### src/hdl/i2cmbt_pkg.sv
// Shared types and constants for the I2C master byte transmitter.
package i2cmbt_pkg;

	localparam int CFG_W = 10;

	localparam logic [CFG_W-1:0] START_TICKS_RST      = 10'd10;
	localparam logic [CFG_W-1:0] LOW_TICKS_RST        = 10'd20;
	localparam logic [CFG_W-1:0] BIT_TICKS_RST        = 10'd60;
	localparam logic [CFG_W-1:0] STOP_LOW_TICKS_RST   = 10'd10;
	localparam logic [CFG_W-1:0] STOP_SETUP_TICKS_RST = 10'd30;
	localparam logic [CFG_W-1:0] STOP_END_TICKS_RST   = 10'd50;

	localparam logic [2:0] LAST_BIT = 3'd7;

	typedef enum logic [2:0] {
		REG_START_TICKS      = 3'd0,
		REG_LOW_TICKS        = 3'd1,
		REG_BIT_TICKS        = 3'd2,
		REG_STOP_LOW_TICKS   = 3'd3,
		REG_STOP_SETUP_TICKS = 3'd4,
		REG_STOP_END_TICKS   = 3'd5
	} reg_idx_t;

	typedef enum logic [2:0] {
		PH_IDLE  = 3'd0,
		PH_START = 3'd1,
		PH_DATA  = 3'd2,
		PH_ACK   = 3'd3,
		PH_STOP  = 3'd4
	} phase_t;

	typedef struct packed {
		logic [CFG_W-1:0] start_ticks;
		logic [CFG_W-1:0] low_ticks;
		logic [CFG_W-1:0] bit_ticks;
		logic [CFG_W-1:0] stop_low_ticks;
		logic [CFG_W-1:0] stop_setup_ticks;
		logic [CFG_W-1:0] stop_end_ticks;
	} cfg_t;

	typedef struct packed {
		logic scl_drive;
		logic sda_drive;
		logic busy_res;
		logic ack_seen;
		logic done_res;
	} res_t;

endpackage

### src/hdl/i2cmbt_ifs.sv
// Valid/ready channel interfaces for tick items and drive results.
interface i2cmbt_item_if;
	logic       valid;
	logic       ready;
	logic       cmd;
	logic [7:0] tx_byte;
	logic       sda_in;

	modport source (output valid, cmd, tx_byte, sda_in, input ready);
	modport sink   (input valid, cmd, tx_byte, sda_in, output ready);
endinterface

interface i2cmbt_result_if;
	logic valid;
	logic ready;
	logic scl_drive;
	logic sda_drive;
	logic busy_res;
	logic ack_seen;
	logic done_res;

	modport source (output valid, scl_drive, sda_drive, busy_res, ack_seen, done_res,
		input ready);
	modport sink   (input valid, scl_drive, sda_drive, busy_res, ack_seen, done_res,
		output ready);
endinterface

### src/hdl/i2c_master_byte_transmitter_unit.sv
// I2C master single-byte write: top level with state and result registers.
//
// Each transaction on the item channel is one system clock tick of the bus
// timing: cmd = 1 loads tx_byte and starts START, eight data bits MSB first,
// the ACK slot and STOP; cmd = 0 just advances time, with sda_in the sampled
// bus level. Every item yields exactly one transaction on the result channel
// carrying the open-drain SCL/SDA drive levels, busy, the latched ack and a
// one-tick done pulse at the end of STOP.
// Latency: a result is valid the cycle after its item is accepted.
// Throughput: one item per cycle unless the receiver stalls; the tick update
// is one pass of logic from the state registers into the result register.
// If the receiver stalls, the result register holds and item.ready drops
// until the result is taken; no item is accepted meanwhile.
// Reset: phase idle, counters and byte cleared, ack cleared, timing
// registers at their defaults, result register empty.
// Timing registers (wr_en/wr_index/wr_data) are to be written only while idle;
// the block does not enforce it. An index above the last register is dropped.
module i2c_master_byte_transmitter_unit #(
	parameter int COUNT_WIDTH = 10
) (
	input  logic                          clk,
	input  logic                          arst_n,
	i2cmbt_item_if.sink                   item,
	i2cmbt_result_if.source               result,
	input  logic                          wr_en,
	input  logic [2:0]                    wr_index,
	input  logic [i2cmbt_pkg::CFG_W-1:0]  wr_data
);
	import i2cmbt_pkg::*;

	cfg_t                   cfg;
	phase_t                 phase_q, phase_nxt;
	logic [COUNT_WIDTH-1:0] cnt_q, cnt_nxt;
	logic [2:0]             bit_pos_q, bit_pos_nxt;
	logic [7:0]             byte_q, byte_nxt;
	logic                   ack_q, ack_nxt;
	res_t                   res_nxt, res_q;
	logic                   res_valid_q;
	logic                   take;

	i2cmbt_cfg u_cfg (
		.clk      (clk),
		.arst_n   (arst_n),
		.wr_en    (wr_en),
		.wr_index (wr_index),
		.wr_data  (wr_data),
		.cfg      (cfg)
	);

	i2cmbt_step #(.COUNT_WIDTH(COUNT_WIDTH)) u_step (
		.cfg            (cfg),
		.phase          (phase_q),
		.cnt            (cnt_q),
		.bit_pos        (bit_pos_q),
		.shift_byte     (byte_q),
		.ack            (ack_q),
		.cmd            (item.cmd),
		.tx_byte        (item.tx_byte),
		.sda_in         (item.sda_in),
		.phase_nxt      (phase_nxt),
		.cnt_nxt        (cnt_nxt),
		.bit_pos_nxt    (bit_pos_nxt),
		.shift_byte_nxt (byte_nxt),
		.ack_nxt        (ack_nxt),
		.res            (res_nxt)
	);

	// accept while the result register is empty or being drained
	assign item.ready = !res_valid_q || result.ready;
	assign take       = item.valid && item.ready;

	always_ff @(posedge clk or negedge arst_n) begin
		if (!arst_n) begin
			phase_q   <= PH_IDLE;
			cnt_q     <= '0;
			bit_pos_q <= '0;
			byte_q    <= '0;
			ack_q     <= 1'b0;
		end else if (take) begin
			phase_q   <= phase_nxt;
			cnt_q     <= cnt_nxt;
			bit_pos_q <= bit_pos_nxt;
			byte_q    <= byte_nxt;
			ack_q     <= ack_nxt;
		end
	end

	always_ff @(posedge clk or negedge arst_n) begin
		if (!arst_n)
			res_valid_q <= 1'b0;
		else if (take)
			res_valid_q <= 1'b1;
		else if (result.ready)
			res_valid_q <= 1'b0;
	end

	always_ff @(posedge clk) begin
		if (take)
			res_q <= res_nxt;
	end

	assign result.valid     = res_valid_q;
	assign result.scl_drive = res_q.scl_drive;
	assign result.sda_drive = res_q.sda_drive;
	assign result.busy_res  = res_q.busy_res;
	assign result.ack_seen  = res_q.ack_seen;
	assign result.done_res  = res_q.done_res;

	a_item_gives_result: assert property (@(posedge clk) disable iff (!arst_n)
		take |=> result.valid)
		else $error("accepted item produced no result");

	a_idle_count_zero: assert property (@(posedge clk) disable iff (!arst_n)
		phase_q == PH_IDLE |-> cnt_q == '0)
		else $error("tick counter running while idle");

	a_done_means_idle: assert property (@(posedge clk) disable iff (!arst_n)
		(result.valid && result.done_res) |-> (!result.busy_res && phase_q == PH_IDLE))
		else $error("done pulse while transfer still active");

	a_busy_tracks_phase: assert property (@(posedge clk) disable iff (!arst_n)
		result.valid |-> (result.busy_res == (phase_q != PH_IDLE)))
		else $error("busy flag disagrees with phase");

endmodule

### src/hdl/i2cmbt_cfg.sv
// Timing configuration registers.
module i2cmbt_cfg (
	input  logic                          clk,
	input  logic                          arst_n,
	input  logic                          wr_en,
	input  logic [2:0]                    wr_index,
	input  logic [i2cmbt_pkg::CFG_W-1:0]  wr_data,
	output i2cmbt_pkg::cfg_t              cfg
);
	import i2cmbt_pkg::*;

	cfg_t cfg_q;

	always_ff @(posedge clk or negedge arst_n) begin
		if (!arst_n) begin
			cfg_q.start_ticks      <= START_TICKS_RST;
			cfg_q.low_ticks        <= LOW_TICKS_RST;
			cfg_q.bit_ticks        <= BIT_TICKS_RST;
			cfg_q.stop_low_ticks   <= STOP_LOW_TICKS_RST;
			cfg_q.stop_setup_ticks <= STOP_SETUP_TICKS_RST;
			cfg_q.stop_end_ticks   <= STOP_END_TICKS_RST;
		end else if (wr_en) begin
			case (wr_index)
				REG_START_TICKS:      cfg_q.start_ticks      <= wr_data;
				REG_LOW_TICKS:        cfg_q.low_ticks        <= wr_data;
				REG_BIT_TICKS:        cfg_q.bit_ticks        <= wr_data;
				REG_STOP_LOW_TICKS:   cfg_q.stop_low_ticks   <= wr_data;
				REG_STOP_SETUP_TICKS: cfg_q.stop_setup_ticks <= wr_data;
				REG_STOP_END_TICKS:   cfg_q.stop_end_ticks   <= wr_data;
				default: ;
			endcase
		end
	end

	assign cfg = cfg_q;

endmodule

### src/hdl/i2cmbt_step.sv
// Next-state and drive-level logic for one bus tick.
module i2cmbt_step #(
	parameter int COUNT_WIDTH = 10
) (
	input  i2cmbt_pkg::cfg_t          cfg,
	input  i2cmbt_pkg::phase_t        phase,
	input  logic [COUNT_WIDTH-1:0]    cnt,
	input  logic [2:0]                bit_pos,
	input  logic [7:0]                shift_byte,
	input  logic                      ack,
	input  logic                      cmd,
	input  logic [7:0]                tx_byte,
	input  logic                      sda_in,
	output i2cmbt_pkg::phase_t        phase_nxt,
	output logic [COUNT_WIDTH-1:0]    cnt_nxt,
	output logic [2:0]                bit_pos_nxt,
	output logic [7:0]                shift_byte_nxt,
	output logic                      ack_nxt,
	output i2cmbt_pkg::res_t          res
);
	import i2cmbt_pkg::*;

	localparam int CMP_W = (COUNT_WIDTH > CFG_W) ? COUNT_WIDTH : CFG_W;
	localparam logic [COUNT_WIDTH-1:0] CNT_MAX = '1;

	phase_t                 ph;
	logic [COUNT_WIDTH-1:0] c;
	logic [2:0]             bp;
	logic [7:0]             sb;
	logic                   ak;
	logic                   scl, sda, done;

	// True while the counter is short of the bound and of its own ceiling.
	function automatic logic below(input logic [COUNT_WIDTH-1:0] v,
		input logic [CFG_W-1:0] bound);
		below = (CMP_W'(v) < CMP_W'(bound)) && (v != CNT_MAX);
	endfunction

	always_comb begin
		ph   = phase;
		c    = cnt;
		bp   = bit_pos;
		sb   = shift_byte;
		ak   = ack;
		scl  = 1'b1;
		sda  = 1'b1;
		done = 1'b0;

		// start command abandons any running transfer
		if (cmd) begin
			sb = tx_byte;
			ph = PH_START;
			c  = '0;
			bp = '0;
			ak = 1'b0;
		end

		if (ph != PH_IDLE && c != CNT_MAX)
			c = c + 1'b1;

		case (ph)
			PH_IDLE: ;
			PH_START: begin
				sda = 1'b0;
				if (!below(c, cfg.start_ticks)) begin
					ph = PH_DATA;
					bp = LAST_BIT;
					c  = '0;
				end
			end
			PH_DATA: begin
				sda = sb[bp];
				scl = !below(c, cfg.low_ticks);
				if (!below(c, cfg.bit_ticks)) begin
					c = '0;
					if (bp == 3'd0)
						ph = PH_ACK;
					else
						bp = bp - 3'd1;
				end
			end
			PH_ACK: begin
				if (below(c, cfg.low_ticks)) begin
					scl = 1'b0;
				end else if (below(c, cfg.bit_ticks)) begin
					if (!sda_in)
						ak = 1'b1;
				end else begin
					ph = PH_STOP;
					c  = '0;
				end
			end
			PH_STOP: begin
				if (below(c, cfg.stop_low_ticks)) begin
					scl = 1'b0;
					sda = 1'b0;
				end else if (below(c, cfg.stop_setup_ticks)) begin
					sda = 1'b0;
				end else if (!below(c, cfg.stop_end_ticks)) begin
					ph   = PH_IDLE;
					c    = '0;
					done = 1'b1;
				end
			end
			default: begin
				ph = PH_IDLE;
				c  = '0;
			end
		endcase
	end

	assign phase_nxt      = ph;
	assign cnt_nxt        = c;
	assign bit_pos_nxt    = bp;
	assign shift_byte_nxt = sb;
	assign ack_nxt        = ak;

	assign res.scl_drive = scl;
	assign res.sda_drive = sda;
	assign res.busy_res  = (ph != PH_IDLE);
	assign res.ack_seen  = ak;
	assign res.done_res  = done;

endmodule

### src/flat_wrapper.sv
// flat-port wrapper written by rule: the top's interface ports become plain ports
module i2c_master_byte_transmitter_unit_flat import i2cmbt_pkg::*;
#(
	parameter int COUNT_WIDTH = 10
)
  (clk, arst_n, wr_en, wr_index, wr_data, item_valid, item_cmd, item_tx_byte, item_sda_in, item_ready, result_valid, result_scl_drive, result_sda_drive, result_busy_res, result_ack_seen, result_done_res, result_ready);
  i2cmbt_item_if item_i ();
  i2cmbt_result_if result_i ();
  input  logic clk;
  input  logic arst_n;
  input  logic wr_en;
  input  logic [2:0] wr_index;
  input  logic [i2cmbt_pkg::CFG_W-1:0] wr_data;
  input wire logic [$bits(item_i.valid)-1:0] item_valid;
  input wire logic [$bits(item_i.cmd)-1:0] item_cmd;
  input wire logic [$bits(item_i.tx_byte)-1:0] item_tx_byte;
  input wire logic [$bits(item_i.sda_in)-1:0] item_sda_in;
  output wire logic [$bits(item_i.ready)-1:0] item_ready;
  output wire logic [$bits(result_i.valid)-1:0] result_valid;
  output wire logic [$bits(result_i.scl_drive)-1:0] result_scl_drive;
  output wire logic [$bits(result_i.sda_drive)-1:0] result_sda_drive;
  output wire logic [$bits(result_i.busy_res)-1:0] result_busy_res;
  output wire logic [$bits(result_i.ack_seen)-1:0] result_ack_seen;
  output wire logic [$bits(result_i.done_res)-1:0] result_done_res;
  input wire logic [$bits(result_i.ready)-1:0] result_ready;
  assign item_i.valid = item_valid;
  assign item_i.cmd = item_cmd;
  assign item_i.tx_byte = item_tx_byte;
  assign item_i.sda_in = item_sda_in;
  assign item_ready = item_i.ready;
  assign result_valid = result_i.valid;
  assign result_scl_drive = result_i.scl_drive;
  assign result_sda_drive = result_i.sda_drive;
  assign result_busy_res = result_i.busy_res;
  assign result_ack_seen = result_i.ack_seen;
  assign result_done_res = result_i.done_res;
  assign result_i.ready = result_ready;
  i2c_master_byte_transmitter_unit #(.COUNT_WIDTH(COUNT_WIDTH)) u_core (.clk(clk), .arst_n(arst_n), .item(item_i), .result(result_i), .wr_en(wr_en), .wr_index(wr_index), .wr_data(wr_data));
endmodule
### config.mk
export PLATFORM = sky130hd
export DESIGN_NAME = i2c_master_byte_transmitter_unit_flat
export DESIGN_NICKNAME = d
export VERILOG_FILES = /design/src/hdl/i2cmbt_pkg.sv /design/src/hdl/i2cmbt_ifs.sv /design/src/hdl/i2c_master_byte_transmitter_unit.sv /design/src/hdl/i2cmbt_cfg.sv /design/src/hdl/i2cmbt_step.sv /design/src/flat_wrapper.sv
export SDC_FILE = /design/constraint.sdc
export NUM_CORES = 1
export LEC_CHECK = 0
export BUFFER_PORTS_ARGS = -buffer_cell sky130_fd_sc_hd__buf_2
export CAP_MARGIN = 30
export CORE_MARGIN = 3
export CORE_UTILIZATION = 35
export CTS_CLUSTER_DIAMETER = 100
export DETAILED_ROUTE_END_ITERATION = 8
export PLACE_DENSITY = 0.56
export SYNTH_ARGS = -nofsm -noshare
export SYNTH_HDL_FRONTEND = slang
export SYNTH_SLANG_ARGS = --single-unit
### constraint.sdc
create_clock -name clk -period 5.5 [get_ports clk]
set_input_delay 0.275 -clock clk [delete_from_list [all_inputs] [get_ports clk]]
set_output_delay 0.275 -clock clk [all_outputs]
set_load 0.1 [all_outputs]
==> out/metrics.csv <==
stage;metric;value;unit
status;status;finished, final reports clean;
timing;RSZ-0062 raised after global routing;false;
synth;register area share after synthesis;0.400;
clock_network;post-cts sizing count;0;
critical_path;Worst Setup Path Type;reg -> reg;
critical_path;Crit. path cell count;16;
clock_network;clk root buf;clkbuf_16;
critical_path;critical path capture point type;flop;
clock_network;TritonCTS clock tree;built;
routing;WL/cell;16.5;um
synth;ys async rst share;0.945;
critical_path;Crit Reg-Reg Startpoint;u_core.cnt_q[0];
global_route;GRT Total Usage;0.161;
synth;area leader, netlist;dfrtp_1;
critical_path;CP max stage delay;0.69;ns
synth;Cell variety after synth;80;
global_route;vias in the first global route;4514;
routing;drt first pass iters;5;
synth;register bit total from synthesis;91;
job;max cap viols;0;
worst_hold_path;Cells on Worst Hold Path;2;
timing;tightest hold margin;0.130;ns
timing;Tmin final;5.04;ns
critical_path;crit start category;flop;
worst_hold_path;Hold Path End;u_core.result.valid;
critical_path;Critical Path RT;5.74;ns
routing;routed vias;4479;
pwr;Pwr per Cell Area;305;nW/um^2
timing;Final Hold Fails;0;
pwr;static leakage;0.00299;uW
global_route;first-pass GRT wire length;23.1;mm
routing;final WL;13.9;mm
timing;TNS Setup;0;ns
final_layout;ANT cells;0;
clock_network;Max Root-Sink Buffers;2;
final_layout;Filler cells;1582;
global_route;Remaining Overflow, GRT;0;
final_layout;nets@finish;708;
synth;syn nets;674;
die;die width;135;um
timing;Max-slew headroom;0.430;
synth;Synth Warn #;0;
die;die footprint;18200;sq um
synth;largest cells by area after synthesis;dfrtp_1 30%, ha_1 12%, dfstp_2 7.7%;
global_route;largest net degree at the start of global routing;45;
placed_design;# port buffers;34;
clock_network;Reg clk slew, reported paths;0.06;ns
clock_network;total CTS buffers;9;
critical_path;CP delay by family, top;compound AO/OA/AOI/OAI gates;
synth;Synth Instances;588;
routing;Via density;5.31;
critical_path;critical-path cell list;nand2b_1 -> inv_1 -> ha_1 -> nand4_2 -> nor4_4 -> o21ai_0 -> a21oi_1 -> ha_1 -> nand4_1 -> or4_1 -> a2bb2oi_1 -> o211ai_2 -> a31oi_4 -> o41ai_2 -> o21bai_1 -> a22o_1;
synth;Netlist Area Pre-Place;5810;sq um
routing;DRC;0;
final_layout;share of cells above drive strength 1;0.223;
placed_design;gpl congestion;0.900;
die;Initial Util;0.362;
clock_network;H-tree depth;3;
timing;endpoints failing setup;0;
die;die height;135;um
critical_path;reg-to-reg slack, setup;0.46;ns
timing;Worst Tran Pin Value;0.855;ns
routing;Final ANT Viol Nets;0;
clock_network;post-CTS setup buffers;0;
clock_network;Worst-Skew Late Latency;0.35;ns
die;# rows;46;
critical_path;CP max stage cell;a21oi_1;
die;Ports;35;
global_route;antenna violations before repair;0;
clock_network;# clock sinks;91;
timing;Pins Over Slew Limit;0;
critical_path;Worst R2R End;u_core.cnt_q[3];
synth;number of synthesized flops with an enable pin;5;
worst_hold_path;hold_sp;item_valid;
synth;share of the synthesized area in the top cell type;0.297;
synth;synthesized area per cell;9.88;sq um
die;Core Footprint;16100;sq um
critical_path;Worst Reg2Reg Path Length in Cells;16;
final_layout;Area Growth Syn to Fin;12.0;%
critical_path;Crit path top cell by count;ha_1;
worst_hold_path;worst min path class;in -> reg;
clock_network;hold buffers post-CTS;1;
placed_design;Final HPWL DP;10.8;mm
critical_path;worst path arrival time;5.28;ns
critical_path;CP max FO;8;
routing;DRT iter0 DRCs;307;
pwr;VDD IR max;0.201;mV
critical_path;Buffers & Inverters on Critical Path;1;
synth;Synth Flop Type;dfrtp_1;
timing;FMAX;0.199;GHz
timing;Post-Route Skew;0.00259;ns
timing;fin crit share;0.916;
[cell usage after synthesis (all sizes together) (5+ instances only)]
| cell type | number |
|---|---|
| nand3 | 12 |
| nand2b | 10 |
| nand4 | 9 |
| mux2 | 35 |
| a21oi | 22 |
| or3 | 6 |
| ha | 58 |
| inv | 66 |
| dfstp | 17 |
| o21ai | 54 |
| nor3 | 6 |
| nor4 | 6 |
| clkbuf | 12 |
| a22o | 9 |
| nor2 | 22 |
| nand2 | 66 |
| o211ai | 8 |
| nor2b | 6 |
| edfxtp | 5 |
| dfrtp | 69 |
| a21o | 10 |
| a211oi | 10 |
| nand3b | 6 |
[per-layer routing]
metal / wire [um] / global-route usage / up-vias / part of all wire
li1: - / - / 2158 / -
met3: 519 / 0.0380 / 13 / 0.037
met4: 196 / 0.0447 / 0 / 0.014
met1: 6350 / 0.211 / 2207 / 0.46
met2: 6830 / 0.267 / 101 / 0.49
met5: 0 / 0 / - / 0
[report_power, final]
part           switching (uW)  total, uW  internal (uW)
Sequential               68.5        885            816
Combinational             295        506            212
Clock                     260        593            333
[worst max path at each step]
stage	from	to	slack [ns]
after CTS	u_core.cnt_q[0]	u_core.cnt_q[3]	0.53
after floorplan	item_cmd	u_core.cnt_q[3]	0.94
after global routing	u_core.cnt_q[0]	u_core.cnt_q[3]	0.09
after detailed placement	item_cmd	u_core.cnt_q[3]	0.59
after global placement	item_cmd	u_core.cnt_q[4]	0.71
final	u_core.cnt_q[0]	u_core.cnt_q[3]	0.46
[per-stage QoR]
| step | worst slack (ns) | area, sq um | std cells | total power (uW) | util |
|---|---|---|---|---|---|
| 5_1_grt | 0.0862 | 6510 | 843 | 2120 | 0.405 |
| 6_report | 0.464 | 6510 | 843 | 1980 | 0.405 |
| 2_1_floorplan | 0.936 | 5810 | 588 | 1250 | - |
| 3_5_place_dp | 0.592 | 6220 | 826 | 1410 | 0.387 |
| 4_1_cts | 0.530 | 6510 | 843 | 2010 | 0.405 |
| 3_3_place_gp | 0.707 | 6190 | 824 | 1390 | 0.386 |
[flip-flops by register name (all words and copies together) (netlist names)]
register	flops
u_core.phase_q	3
u_core.result.busy_res	1
u_core.result.ack_seen	1
u_core.ack_q	1
u_core.result.done_res	1
u_core.bit_pos_q	3
u_core.byte_q	8
u_core.cnt_q	10
u_core.result.valid	1
u_core.u_cfg.cfg	60
u_core.result.scl_drive	1
u_core.result.sda_drive	1
[kinds of logic (layout without fill, tap and decap cells)]
family / after synthesis / count (layout) / share of synthesized area
compound gates: 138 / 138 / 0.161
xor+xnor: 4 / 4 / 0.00603
buf+inv: 84 / 123 / 0.0596
simple gates: 172 / 172 / 0.163
mux: 41 / 41 / 0.0853
fa+ha+maj: 58 / 58 / 0.125
flops: 91 / 91 / 0.400
[cell type report]
| cell class | count | area [sq um] | area share |
|---|---|---|---|
| Clock buffer | 13 | 260 | 0.0400 |
| Multi-Input combinational cell | 413 | 3150 | 0.484 |
| Clock inverter | 3 | 20.0 | 0.00308 |
| Inverter | 67 | 251 | 0.0386 |
| Timing Repair Buffer | 40 | 233 | 0.0358 |
| Tap cell | 216 | 270 | 0.0415 |
| Sequential cell | 91 | 2320 | 0.357 |
[placed cells by master (no fill, tap or decap), drive strengths merged, types with 5 or more instances in the layout]
| master | instances |
|---|---|
| mux2 | 35 |
| nor4 | 6 |
| nand3 | 12 |
| inv | 68 |
| dfstp | 17 |
| dfrtp | 69 |
| a22o | 9 |
| nand2 | 66 |
| nand2b | 10 |
| nand3b | 6 |
| edfxtp | 5 |
| or3 | 6 |
| ha | 58 |
| a211oi | 10 |
| clkbuf | 13 |
| o211ai | 8 |
| nor3 | 6 |
| buf | 39 |
| a21o | 10 |
| nor2b | 6 |
| nor2 | 22 |
| o21ai | 54 |
| a21oi | 22 |
| nand4 | 9 |
Power figures use the tool's default switching activity.
